--- config.mk ---
export PLATFORM = sky130hd
export DESIGN_NAME = mdio_management_frame_master_unit
export DESIGN_NICKNAME = d
export VERILOG_FILES = /design/src/mfm_pkg.sv /design/src/mfm_in_stage.sv /design/src/mfm_frame_engine.sv /design/src/mfm_out_stage.sv /design/src/mdio_management_frame_master_unit.sv
export VERILOG_INCLUDE_DIRS = /design/src /design/src/src
export SDC_FILE = /design/constraint.sdc
export NUM_CORES = 1
export LEC_CHECK = 0
export BUFFER_PORTS_ARGS = -buffer_cell sky130_fd_sc_hd__buf_4
export CAP_MARGIN = 40
export CORE_MARGIN = 2
export CORE_UTILIZATION = 58
export DETAILED_ROUTE_END_ITERATION = 6
export HOLD_SLACK_MARGIN = 0.06
export PLACE_DENSITY = 0.79
export SLEW_MARGIN = 5
export SYNTH_ARGS = -nofsm -noshare
export SYNTH_HDL_FRONTEND = slang
export SYNTH_HIERARCHICAL = 1
export SYNTH_SLANG_ARGS = --single-unit
--- constraint.sdc ---
create_clock -name i_clk -period 4.06 [get_ports i_clk]
set_input_delay 0.812 -clock i_clk [delete_from_list [all_inputs] [get_ports i_clk]]
set_output_delay 0.812 -clock i_clk [all_outputs]
set_load 0.1 [all_outputs]
--- src/assert_macros.svh ---
// ----------------------------------------------------------------------------
// assert_macros.svh
// concurrent assertion helpers, empty for synthesis
// ----------------------------------------------------------------------------
`ifndef ASSERT_MACROS_SVH
`define ASSERT_MACROS_SVH

`ifndef SYNTHESIS

`define ASSERT_ALWAYS(label, clk, rst_n, prop) \
    label: assert property (@(posedge clk) disable iff (!rst_n) (prop)) \
        else $error("assertion failed");

`define ASSERT_IMPLIES(label, clk, rst_n, ante, cons) \
    label: assert property (@(posedge clk) disable iff (!rst_n) (ante) |-> (cons)) \
        else $error("assertion failed");

`define ASSERT_NEXT(label, clk, rst_n, ante, cons) \
    label: assert property (@(posedge clk) disable iff (!rst_n) (ante) |=> (cons)) \
        else $error("assertion failed");

`else

`define ASSERT_ALWAYS(label, clk, rst_n, prop)

`define ASSERT_IMPLIES(label, clk, rst_n, ante, cons)

`define ASSERT_NEXT(label, clk, rst_n, ante, cons)

`endif

`endif

--- src/mfm_pkg.sv ---
// ----------------------------------------------------------------------------
// mfm_pkg
// shared types and frame constants of the mdio management frame master
// ----------------------------------------------------------------------------
package mfm_pkg;

    localparam logic [1:0] FUNC_TICK  = 2'd0;
    localparam logic [1:0] FUNC_READ  = 2'd1;
    localparam logic [1:0] FUNC_WRITE = 2'd2;

    localparam logic [1:0] FRAME_ST       = 2'b01;
    localparam logic [1:0] FRAME_OP_READ  = 2'b10;
    localparam logic [1:0] FRAME_OP_WRITE = 2'b01;
    localparam logic [1:0] FRAME_WRITE_TA = 2'b10;

    localparam int FRAME_TAIL_BITS = 32;
    localparam int ADDR_END_BITS   = 14;
    localparam int TA2_OFFSET      = 15;
    localparam int DATA_OFFSET     = 16;

    localparam logic [7:0] HALF_PERIOD_RESET = 8'd2;

    typedef struct packed {
        logic [1:0]  func;
        logic [4:0]  phy_address;
        logic [4:0]  register_address;
        logic [15:0] write_value;
        logic        mdio_sample;
    } t_request;

    typedef struct packed {
        logic        mdc_level;
        logic        mdio_drive_value;
        logic        mdio_drive_enable;
        logic        busy_res;
        logic        frame_done;
        logic [15:0] read_value;
        logic        turnaround_error;
        logic        request_dropped;
    } t_result;

endpackage

--- src/mfm_in_stage.sv ---
// ----------------------------------------------------------------------------
// mfm_in_stage
// input register holding one accepted tick transaction
// ----------------------------------------------------------------------------
module mfm_in_stage (
    input  logic              i_clk,
    input  logic              i_rst_n,
    input  logic              i_in_valid,
    output logic              o_in_stall,
    input  mfm_pkg::t_request i_req,
    input  logic              i_out_ready,
    output logic              o_advance,
    output mfm_pkg::t_request o_req
);

    logic              r_in_valid;
    mfm_pkg::t_request r_req;
    logic              accept;

    assign o_advance  = r_in_valid && i_out_ready;
    assign o_in_stall = r_in_valid && !i_out_ready;
    assign accept     = i_in_valid && !o_in_stall;
    assign o_req      = r_req;

    always_ff @(posedge i_clk) begin
        if (!i_rst_n) begin
            r_in_valid <= 1'b0;
        end else if (accept) begin
            r_in_valid <= 1'b1;
        end else if (o_advance) begin
            r_in_valid <= 1'b0;
        end
    end

    always_ff @(posedge i_clk) begin
        if (accept) begin
            r_req <= i_req;
        end
    end

endmodule

--- src/mfm_frame_engine.sv ---
// ----------------------------------------------------------------------------
// mfm_frame_engine
// frame state, bit timing and result of one tick
// ----------------------------------------------------------------------------
`include "assert_macros.svh"

module mfm_frame_engine #(
    parameter int PREAMBLE_BITS = 32
) (
    input  logic              i_clk,
    input  logic              i_rst_n,
    input  logic              i_cfg_we,
    input  logic [7:0]        i_cfg_wdata,
    input  logic              i_advance,
    input  mfm_pkg::t_request i_req,
    output mfm_pkg::t_result  o_result
);

    localparam int POS_W = $clog2(PREAMBLE_BITS + mfm_pkg::FRAME_TAIL_BITS);
    localparam logic [POS_W-1:0] PRE_POS   = POS_W'(PREAMBLE_BITS);
    localparam logic [POS_W-1:0] DRIVE_END = POS_W'(PREAMBLE_BITS + mfm_pkg::ADDR_END_BITS);
    localparam logic [POS_W-1:0] LAST_POS  =
        POS_W'(PREAMBLE_BITS + mfm_pkg::FRAME_TAIL_BITS - 1);
    localparam logic [POS_W-1:0] TA2_OFF   = POS_W'(mfm_pkg::TA2_OFFSET);
    localparam logic [POS_W-1:0] DATA_OFF  = POS_W'(mfm_pkg::DATA_OFFSET);

    logic [7:0]       r_half_period;
    logic             r_active,     n_active;
    logic             r_read_frame, n_read_frame;
    logic [POS_W-1:0] r_bit_pos,    n_bit_pos;
    logic [7:0]       r_tick_count, n_tick_count;
    logic             r_clock_high, n_clock_high;
    logic [31:0]      r_header,     n_header;
    logic [15:0]      r_captured,   n_captured;
    logic             r_ta_fault,   n_ta_fault;

    logic             start_req;
    logic             done;
    logic             dropped;
    logic [7:0]       half_eff;
    logic [7:0]       tick_inc;
    logic [POS_W-1:0] pos_off;
    logic [POS_W-1:0] out_off;
    logic             drive_en;
    logic             bit_value;

    always_comb begin
        n_active     = r_active;
        n_read_frame = r_read_frame;
        n_bit_pos    = r_bit_pos;
        n_tick_count = r_tick_count;
        n_clock_high = r_clock_high;
        n_header     = r_header;
        n_captured   = r_captured;
        n_ta_fault   = r_ta_fault;
        done         = 1'b0;
        dropped      = 1'b0;
        start_req    = (i_req.func == mfm_pkg::FUNC_READ) ||
                       (i_req.func == mfm_pkg::FUNC_WRITE);
        half_eff     = (r_half_period == 8'd0) ? 8'd1 : r_half_period;
        tick_inc     = r_tick_count + 8'd1;
        pos_off      = r_bit_pos - PRE_POS;

        if (r_active) begin
            dropped      = start_req;
            n_tick_count = tick_inc;
            if (tick_inc >= half_eff) begin
                n_tick_count = 8'd0;
                if (!r_clock_high) begin
                    // sample at the end of the low half
                    if (r_read_frame && (r_bit_pos >= DRIVE_END)) begin
                        if (pos_off == TA2_OFF) begin
                            if (i_req.mdio_sample) begin
                                n_ta_fault = 1'b1;
                            end
                        end else if (pos_off >= DATA_OFF) begin
                            n_captured = {r_captured[14:0], i_req.mdio_sample};
                        end
                    end
                    n_clock_high = 1'b1;
                end else begin
                    n_clock_high = 1'b0;
                    if (r_bit_pos == LAST_POS) begin
                        n_active  = 1'b0;
                        n_bit_pos = '0;
                        done      = 1'b1;
                    end else begin
                        n_bit_pos = r_bit_pos + POS_W'(1);
                    end
                end
            end
        end else if (start_req) begin
            n_read_frame = (i_req.func == mfm_pkg::FUNC_READ);
            if (n_read_frame) begin
                n_header   = {mfm_pkg::FRAME_ST, mfm_pkg::FRAME_OP_READ,
                              i_req.phy_address, i_req.register_address, 18'd0};
                n_captured = 16'd0;
                n_ta_fault = 1'b0;
            end else begin
                n_header   = {mfm_pkg::FRAME_ST, mfm_pkg::FRAME_OP_WRITE,
                              i_req.phy_address, i_req.register_address,
                              mfm_pkg::FRAME_WRITE_TA, i_req.write_value};
            end
            n_active     = 1'b1;
            n_bit_pos    = '0;
            n_tick_count = 8'd0;
            n_clock_high = 1'b0;
        end

        out_off   = n_bit_pos - PRE_POS;
        bit_value = (n_bit_pos < PRE_POS) ? 1'b1 : n_header[~out_off[4:0]];
        drive_en  = n_active && (!n_read_frame || (n_bit_pos < DRIVE_END));

        o_result.mdc_level         = n_active && n_clock_high;
        o_result.mdio_drive_value  = drive_en && bit_value;
        o_result.mdio_drive_enable = drive_en;
        o_result.busy_res          = n_active;
        o_result.frame_done        = done;
        o_result.read_value        = n_captured;
        o_result.turnaround_error  = n_ta_fault;
        o_result.request_dropped   = dropped;
    end

    always_ff @(posedge i_clk) begin
        if (!i_rst_n) begin
            r_half_period <= mfm_pkg::HALF_PERIOD_RESET;
        end else if (i_cfg_we) begin
            r_half_period <= i_cfg_wdata;
        end
    end

    always_ff @(posedge i_clk) begin
        if (!i_rst_n) begin
            r_active     <= 1'b0;
            r_read_frame <= 1'b0;
            r_bit_pos    <= '0;
            r_tick_count <= 8'd0;
            r_clock_high <= 1'b0;
            r_header     <= 32'd0;
            r_captured   <= 16'd0;
            r_ta_fault   <= 1'b0;
        end else if (i_advance) begin
            r_active     <= n_active;
            r_read_frame <= n_read_frame;
            r_bit_pos    <= n_bit_pos;
            r_tick_count <= n_tick_count;
            r_clock_high <= n_clock_high;
            r_header     <= n_header;
            r_captured   <= n_captured;
            r_ta_fault   <= n_ta_fault;
        end
    end

    // idle means no bit in flight
    `ASSERT_IMPLIES(a_idle_clean, i_clk, i_rst_n, !r_active, !r_clock_high && (r_bit_pos == '0))
    // a new frame starts at bit 0, low half, first tick
    `ASSERT_IMPLIES(a_frame_start, i_clk, i_rst_n, $rose(r_active), (r_bit_pos == '0) && !r_clock_high && (r_tick_count == 8'd0))
    // write frames never touch read data
    `ASSERT_NEXT(a_write_keeps_data, i_clk, i_rst_n, r_active && !r_read_frame, $stable(r_captured) && $stable(r_ta_fault))

endmodule

--- src/mfm_out_stage.sv ---
// ----------------------------------------------------------------------------
// mfm_out_stage
// result register toward the output channel
// ----------------------------------------------------------------------------
module mfm_out_stage (
    input  logic             i_clk,
    input  logic             i_rst_n,
    input  logic             i_load,
    input  mfm_pkg::t_result i_result,
    input  logic             i_out_stall,
    output logic             o_out_valid,
    output logic             o_out_ready,
    output mfm_pkg::t_result o_result
);

    logic             r_out_valid;
    mfm_pkg::t_result r_result;

    assign o_out_ready = !r_out_valid || !i_out_stall;
    assign o_out_valid = r_out_valid;
    assign o_result    = r_result;

    always_ff @(posedge i_clk) begin
        if (!i_rst_n) begin
            r_out_valid <= 1'b0;
        end else if (i_load) begin
            r_out_valid <= 1'b1;
        end else if (!i_out_stall) begin
            r_out_valid <= 1'b0;
        end
    end

    always_ff @(posedge i_clk) begin
        if (i_load) begin
            r_result <= i_result;
        end
    end

endmodule

--- src/mdio_management_frame_master_unit.sv ---
// a transaction is held in the input register, then its result in the result register
// throughput: one transaction per cycle unless the output stalls, set by the input and
// result registers; the frame state steps once per transaction in one pass of logic
// reset: synchronous active low; frame idle, mdc low, line released, half period 2
// ----------------------------------------------------------------------------
// mdio_management_frame_master_unit
// clause 22 mdio master advanced by one tick transaction at a time
// ----------------------------------------------------------------------------
module mdio_management_frame_master_unit #(
    parameter int PREAMBLE_BITS = 32
) (
    input  logic        i_clk,
    input  logic        i_rst_n,
    input  logic        i_cfg_we,
    input  logic [7:0]  i_cfg_wdata,
    input  logic        i_in_valid,
    output logic        o_in_stall,
    input  logic [1:0]  i_func,
    input  logic [4:0]  i_phy_address,
    input  logic [4:0]  i_register_address,
    input  logic [15:0] i_write_value,
    input  logic        i_mdio_sample,
    output logic        o_out_valid,
    input  logic        i_out_stall,
    output logic        o_mdc_level,
    output logic        o_mdio_drive_value,
    output logic        o_mdio_drive_enable,
    output logic        o_busy_res,
    output logic        o_frame_done,
    output logic [15:0] o_read_value,
    output logic        o_turnaround_error,
    output logic        o_request_dropped
);

    mfm_pkg::t_request in_req;
    mfm_pkg::t_request stage_req;
    mfm_pkg::t_result  next_result;
    mfm_pkg::t_result  out_result;
    logic              advance;
    logic              out_ready;

    assign in_req.func             = i_func;
    assign in_req.phy_address      = i_phy_address;
    assign in_req.register_address = i_register_address;
    assign in_req.write_value      = i_write_value;
    assign in_req.mdio_sample      = i_mdio_sample;

    mfm_in_stage u_in_stage (
        .i_clk       (i_clk),
        .i_rst_n     (i_rst_n),
        .i_in_valid  (i_in_valid),
        .o_in_stall  (o_in_stall),
        .i_req       (in_req),
        .i_out_ready (out_ready),
        .o_advance   (advance),
        .o_req       (stage_req)
    );

    mfm_frame_engine #(
        .PREAMBLE_BITS (PREAMBLE_BITS)
    ) u_frame_engine (
        .i_clk       (i_clk),
        .i_rst_n     (i_rst_n),
        .i_cfg_we    (i_cfg_we),
        .i_cfg_wdata (i_cfg_wdata),
        .i_advance   (advance),
        .i_req       (stage_req),
        .o_result    (next_result)
    );

    mfm_out_stage u_out_stage (
        .i_clk       (i_clk),
        .i_rst_n     (i_rst_n),
        .i_load      (advance),
        .i_result    (next_result),
        .i_out_stall (i_out_stall),
        .o_out_valid (o_out_valid),
        .o_out_ready (out_ready),
        .o_result    (out_result)
    );

    assign o_mdc_level         = out_result.mdc_level;
    assign o_mdio_drive_value  = out_result.mdio_drive_value;
    assign o_mdio_drive_enable = out_result.mdio_drive_enable;
    assign o_busy_res          = out_result.busy_res;
    assign o_frame_done        = out_result.frame_done;
    assign o_read_value        = out_result.read_value;
    assign o_turnaround_error  = out_result.turnaround_error;
    assign o_request_dropped   = out_result.request_dropped;

endmodule
==> impl_metrics.py, run 1 <==
metrics = {
    "outcome": {
        "status": "finished, final reports clean",
    },
    "die": {
        "num_io_pins": 67,
        "fp.dieH_um": 105,
        "core_sq_um": 9860,
        "die_width_um": 105,
        "row_count": 36,
        "die_area_sq_um": 11100,
        "initial_utilization": 0.604,
    },
    "critical_path": {
        "cp-start-kind": "flip-flop",
        "crit_required_ns": 4.33,
        "crit_path_max_fanout": 12,
        "critPathKind": "reg2reg",
        "crit_arrival_ns": 4.05,
        "cp-end-kind": "flip-flop",
    },
    "sta": {
        "finalClockSkew_ns": 0.00830,
        "slew_headroom": 0.413,
        "layout_min_cycle_time_ns": 3.78,
        "max_clock_freq_mhz": 265,
        "tightest_slew_ns": 0.881,
        "finalSetupViolCount": 0,
        "fin_crit_sh": 0.931,
        "timing.setup.tns_ns": 0,
        "slew_violations": 0,
        "final_hold_viol_count": 0,
        "rsz0062_at_grt": "no",
    },
    "cts": {
        "root_buffer": "clkbuf_8",
        "clk_latency_ns": 0.53,
        "cts_sinks": 128,
        "clk_pin_slew_ns": 0.06,
        "cts_tree": "yes",
        "cts_buffers": 17,
        "clk_path_buf_depth": 2,
        "hold_buffers": 0,
        "htreeDepth": 4,
    },
    "flow_run": {
        "cap_violations": 0,
    },
    "drt": {
        "vias": 4453,
        "ant_nets": 0,
        "drtIter0Drc": 227,
        "avgViaCountPerCell": 5.58,
        "wl_um": 12000,
        "drtPass1Iterations": 7,
        "routedWlPerCell_um": 15.1,
        "drc": 0,
    },
    "yosys": {
        "synth_ff_type": "dfxtp_1",
        "synth-edff-count": 52,
        "ys_types": 58,
        "ys_ff_latch": 128,
        "synth_nets": 658,
        "synth_most_common_cell": "nand2_1",
        "synthCells": 603,
        "synth_top_area_frac": 0.262,
        "ys_top_cells_by_area": "edfxtp_1 26%, dfxtp_1 26%, nand2_1 7.4%",
        "yosysWarnings": 6,
        "ys_async_sr_fraction": 0,
        "synth_top_area_cell": "edfxtp_1",
        "avgSynthCellArea_sq_um": 9.87,
        "ys_seq_area_frac": 0.518,
        "yosys-top-cells-count": "117 x nand2_1, 76 x dfxtp_1, 52 x edfxtp_1",
        "synth_area_sq_um": 5950,
    },
    "global_routing": {
        "grt_pass1_wl_um": 19700,
        "grt.total_usage": 0.226,
        "grt_max_degree": 76,
        "antenna_found_initial": 0,
        "overflow": 0,
        "grt_pass1_vias": 4318,
    },
    "placement": {
        "post-dp-hpwl_um": 7850,
        "place_area_sq_um": 6490,
        "numPortBuffers": 66,
        "place_congestion": 0.883,
    },
    "final_layout": {
        "drive_gt1_frac": 0.177,
        "regArea_sq_um": 3080,
        "multi_input_area_sq_um": 2650,
        "synthToLayoutAreaGrowth_pct": 19.6,
        "final_area_sq_um": 7120,
        "fill_cells": 702,
        "n_antenna_cell": 0,
        "fin_nets": 707,
        "final_util": 0.722,
    },
    "pwr": {
        "peakVddDrop_uv": 322,
        "power_mw": 3.29,
        "p_leak_nw": 2.66,
        "p_per_area_nw_per_um2": 462,
    },
    "hold_path": {
        "hp-class": "in2reg",
    },
}
==> final timing paths <==
path / from / end / slack (ns) / cells past startpoint
max: u_frame_engine/r_tick_count[0]$_SDFFE_PN0P_ / u_out_stage/o_result[21]$_DFFE_PP_ / 0.28 / 16
max reg2reg: u_frame_engine/r_tick_count[0]$_SDFFE_PN0P_ / u_out_stage/o_result[21]$_DFFE_PP_ / 0.28 / 16
min reg2reg: u_frame_engine/r_header[12]$_SDFFE_PN0P_ / u_frame_engine/r_header[12]$_SDFFE_PN0P_ / 0.47 / 2
min: i_write_value[3] / u_in_stage/o_req[4]$_DFFE_PP_ / 0.45 / 1
==> cell usage in the layout (no fill, tap or decap), drive strengths merged, types with 3 or more instances in the layout <==
cell type / n
nand4: 4
nand3: 8
bufinv: 4
a22oi: 8
nand2b: 10
clkinvlp: 4
o21a: 3
o22ai: 3
mux2: 6
clkinv: 6
a21oi: 16
a31oi: 3
buf: 74
nand3b: 10
ha: 13
nor2b: 41
and2: 11
edfxtp: 52
and3: 3
inv: 15
dfxtp: 76
o211ai: 6
mux2i: 32
o21ai: 37
nor3b: 7
xor2: 3
a211oi: 3
a21boi: 26
nor2: 14
nand2: 117
o211a: 4
clkbuf: 17
xnor2: 3
nor3: 3
or2: 4
==> sequential cells by signal (all words and copies together) (netlist names), 6 cells and up <==
| name | cells |
|---|---|
| u_frame_engine/r_captured | 16 |
| u_frame_engine/r_half_period | 8 |
| u_frame_engine/r_tick_count | 8 |
| u_frame_engine/r_header | 32 |
| u_frame_engine/r_bit_pos | 6 |
| u_in_stage/o_req | 29 |
| u_out_stage/o_result | 23 |
==> what timing repair did <==
item	4_1_cts	5_1_grt
endpoints found under the setup margin	0	1
resized for setup	0	6
buffers inserted	0	0
==> per-stage QoR <==
step / instances / hold slack [ns] / setup WS, ns
final: 798 / 0.454 / 0.280
after global routing: 798 / 0.422 / 0.0233
after CTS: 798 / 0.424 / 0.00520
after detailed placement: 766 / 0.458 / 0.0290
after global placement: 765 / 0.453 / 0.211
after floorplan: 603 / 0.434 / 0.699
==> final cells by class <==
cell class / count / area share
sequential: 128 / 0.433
inverter: 14 / 0.00738
timing repair buffer: 74 / 0.0791
multi-input combinational: 417 / 0.372
clock inverter: 15 / 0.0271
tap: 133 / 0.0234
clock buffer: 17 / 0.0582
==> worst max-delay path, cell delays in order, from the launching register on <==
cell and delay (ns):
dfxtp_1 0.42, nand3_1 0.16, nor2_2 0.19, nand3_1 0.11
xnor2_1 0.16, ha_1 0.33, nand4_1 0.09, a21oi_1 0.22
a21oi_4 0.14, a31oi_1 0.29, and2_4 0.28, buf_4 0.21
mux2i_1 0.22, mux2_2 0.17, a21oi_1 0.07, a311oi_1 0.31
o211ai_1 0.13
==> routing by layer <==
metal,GRT usage,vias to the layer above,part of all wire
met5,0,-,0
met4,0.0924,0,0.012
met3,0.0631,13,0.049
met2,0.406,124,0.52
met1,0.251,2113,0.42
li1,-,2203,-
==> report_power, final <==
part | switching, mW | total [mW] | internal (mW)
Clock | 0.545 | 1.54 | 0.991
Combinational | 0.219 | 0.334 | 0.115
Sequential | 0.0272 | 1.42 | 1.39
Total | 0.791 | 3.29 | 2.50
==> logic make-up (layout without fill, tap and decap cells) <==
kind of cell,Yosys count,in the layout,synth area share
compound gates,122,122,0.138
xor+xnor,6,6,0.00883
fa+ha+maj,13,13,0.0273
buf+inv,58,120,0.0420
flops,128,128,0.518
mux,38,38,0.0658
simple gates,238,238,0.200
No activity file was read; power rests on OpenSTA's default activity.
==> run 2: changes to the inputs <==
BUFFER_PORTS_ARGS = -buffer_cell sky130_fd_sc_hd__clkbuf_2   (was -buffer_cell sky130_fd_sc_hd__buf_4)
==> run 2 against run 1 <==
Cell area shrank 1.7%. Flip-flop and latch count is the same. Non-clock buffer count grew 2. Clock power grew 3%. Via count grew 0.58%. Die area is the same. Sequential share of layout area grew 0.74 points. Utilization shrank 1.2 points. Largest power group unchanged. Power grew 1.3%. First-iteration DRC count grew 9.7%. Combinational power shrank 4%.
==> impl_metrics.py, run 2 (synthesized netlist as in run 1, its figures left out) <==
metrics = {
    "outcome": {
        "status": "finished, final reports clean",
    },
    "final_layout": {
        "fin_nets": 709,
        "mostFrequentLayoutCell": "nand2_1",
        "final_cell_mix": "117 x nand2_1, 76 x dfxtp_1, 66 x clkbuf_2",
        "drive_gt1_frac": 0.180,
        "synthToLayoutAreaGrowth_pct": 17.6,
        "registers.top_by_ff_count": "u_frame_engine/r_header",
        "final_area_sq_um": 7000,
        "largest_reg_flops": 32,
        "n_antenna_cell": 0,
    },
    "drt": {
        "ant_nets": 0,
        "drtPass1Iterations": 5,
        "avgViaCountPerCell": 5.60,
        "drtIter0Drc": 249,
        "wl_um": 12000,
        "drc": 0,
        "routedWlPerCell_um": 15.0,
        "vias": 4479,
    },
    "pwr": {
        "power_mw": 3.33,
        "peakVddDrop_uv": 375,
        "p_per_area_nw_per_um2": 476,
        "p_leak_nw": 2.67,
    },
    "sta": {
        "slew_violations": 0,
        "layout_min_cycle_time_ns": 3.79,
        "whs_ns": 0.454,
        "finalSetupViolCount": 0,
        "finalClockSkew_ns": 0.00499,
        "max_clock_freq_mhz": 264,
        "slew_headroom": 0.405,
        "fin_crit_sh": 0.933,
        "final_hold_viol_count": 0,
        "tightest_slew_ns": 0.893,
    },
    "die": {
        "die_width_um": 105,
        "num_io_pins": 67,
        "die_area_sq_um": 11100,
        "fp.dieH_um": 105,
        "initial_utilization": 0.604,
        "core_sq_um": 9860,
        "row_count": 36,
    },
    "critical_path": {
        "endpoint": "u_out_stage/o_result[21]$_DFFE_PP_",
        "critPathKind": "reg2reg",
        "cp-start-kind": "flip-flop",
        "crit_arrival_ns": 4.06,
        "r2r-end": "u_out_stage/o_result[21]$_DFFE_PP_",
        "critPathLaunch": "u_frame_engine/r_tick_count[0]$_SDFFE_PN0P_",
        "crit_required_ns": 4.33,
        "crit_path_max_fanout": 14,
        "reg2regPathDepth": 16,
        "r2r_start": "u_frame_engine/r_tick_count[0]$_SDFFE_PN0P_",
        "ff2ff_setup_slack_ns": 0.27,
        "cp-end-kind": "flip-flop",
    },
    "cts": {
        "root_buffer": "clkbuf_8",
        "clk_latency_ns": 0.53,
        "hold_buffers": 0,
        "cts-resized-gates": 1,
        "cts_tree": "yes",
        "clk_path_buf_depth": 2,
        "post_cts_buffers": 0,
        "htreeDepth": 4,
        "clk_pin_slew_ns": 0.06,
        "cts_buffers": 17,
        "cts_sinks": 128,
    },
    "global_routing": {
        "grt_pass1_vias": 4353,
        "grt.total_usage": 0.234,
        "overflow": 0,
        "antenna_found_initial": 0,
        "grt_max_degree": 56,
        "grt_pass1_wl_um": 20300,
    },
    "placement": {
        "place_area_sq_um": 6350,
        "post-dp-hpwl_um": 7850,
        "place_congestion": 0.911,
        "numPortBuffers": 66,
    },
    "hold_path": {
        "hp-class": "in2reg",
        "hold_depth": 1,
    },
    "flow_run": {
        "cap_violations": 0,
    },
}
run 2: worst min path at each step:
stage | slack (ns) | to | from
after floorplan | 0.43 | u_frame_engine/r_header[30]$_SDFFE_PN0P_ | u_frame_engine/r_header[30]$_SDFFE_PN0P_
after global placement | 0.45 | u_frame_engine/r_header[30]$_SDFFE_PN0P_ | u_frame_engine/r_header[30]$_SDFFE_PN0P_
after detailed placement | 0.46 | u_frame_engine/r_header[30]$_SDFFE_PN0P_ | u_frame_engine/r_header[30]$_SDFFE_PN0P_
after CTS | 0.43 | u_in_stage/o_req[18]$_DFFE_PP_ | i_register_address[1]
after global routing | 0.42 | u_in_stage/o_req[22]$_DFFE_PP_ | i_phy_address[0]
final | 0.45 | u_in_stage/o_req[18]$_DFFE_PP_ | i_register_address[1]
run 2: final cells by class:
class | count | area [sq um]
clock inverters | 12 | 159
flip-flops and latches | 128 | 3080
fillers | 717 | 2860
well taps | 133 | 166
clock buffers | 20 | 468
multi-input cells | 417 | 2650
repair buffers | 76 | 425
inverters | 14 | 52.6
run 2: per-layer routing:
metal,track usage,vias up,share of wire
li1,-,2207,-
met1,0.276,2096,0.42
met5,0,-,0
met4,0.0971,0,0.015
met2,0.397,155,0.51
met3,0.0711,21,0.053
run 2: stage by stage:
stage / setup TNS (ns) / setup slack, ns / util / std cells
after floorplan: 0 / 0.699 / - / 603
after global placement: 0 / 0.177 / 0.640 / 766
after detailed placement: 0 / 0.0227 / 0.644 / 768
after CTS: 0 / 0.0485 / 0.708 / 800
after global routing: -0.00417 / -0.00417 / 0.710 / 800
final: 0 / 0.272 / 0.710 / 800
run 2: where the power goes:
part           internal [mW]  total (mW)  leakage (nW)  switching (mW)
Combinational         0.0995       0.319          1.25           0.220
Sequential              1.39        1.42          1.11          0.0272
Clock                   1.06        1.59         0.316           0.533
run 2: critical path: stages, from the launching register on:
cell and delay (ns):
dfxtp_1 0.41, nand3_1 0.15, nor2_1 0.19, nand3_1 0.11
xnor2_1 0.23, ha_1 0.31, a21oi_1 0.20, o21ai_1 0.12
a21oi_4 0.25, nand4b_1 0.21, and2_4 0.27, buf_4 0.20
mux2i_1 0.20, mux2_2 0.17, a21oi_1 0.07, a311oi_1 0.31
o211ai_1 0.13
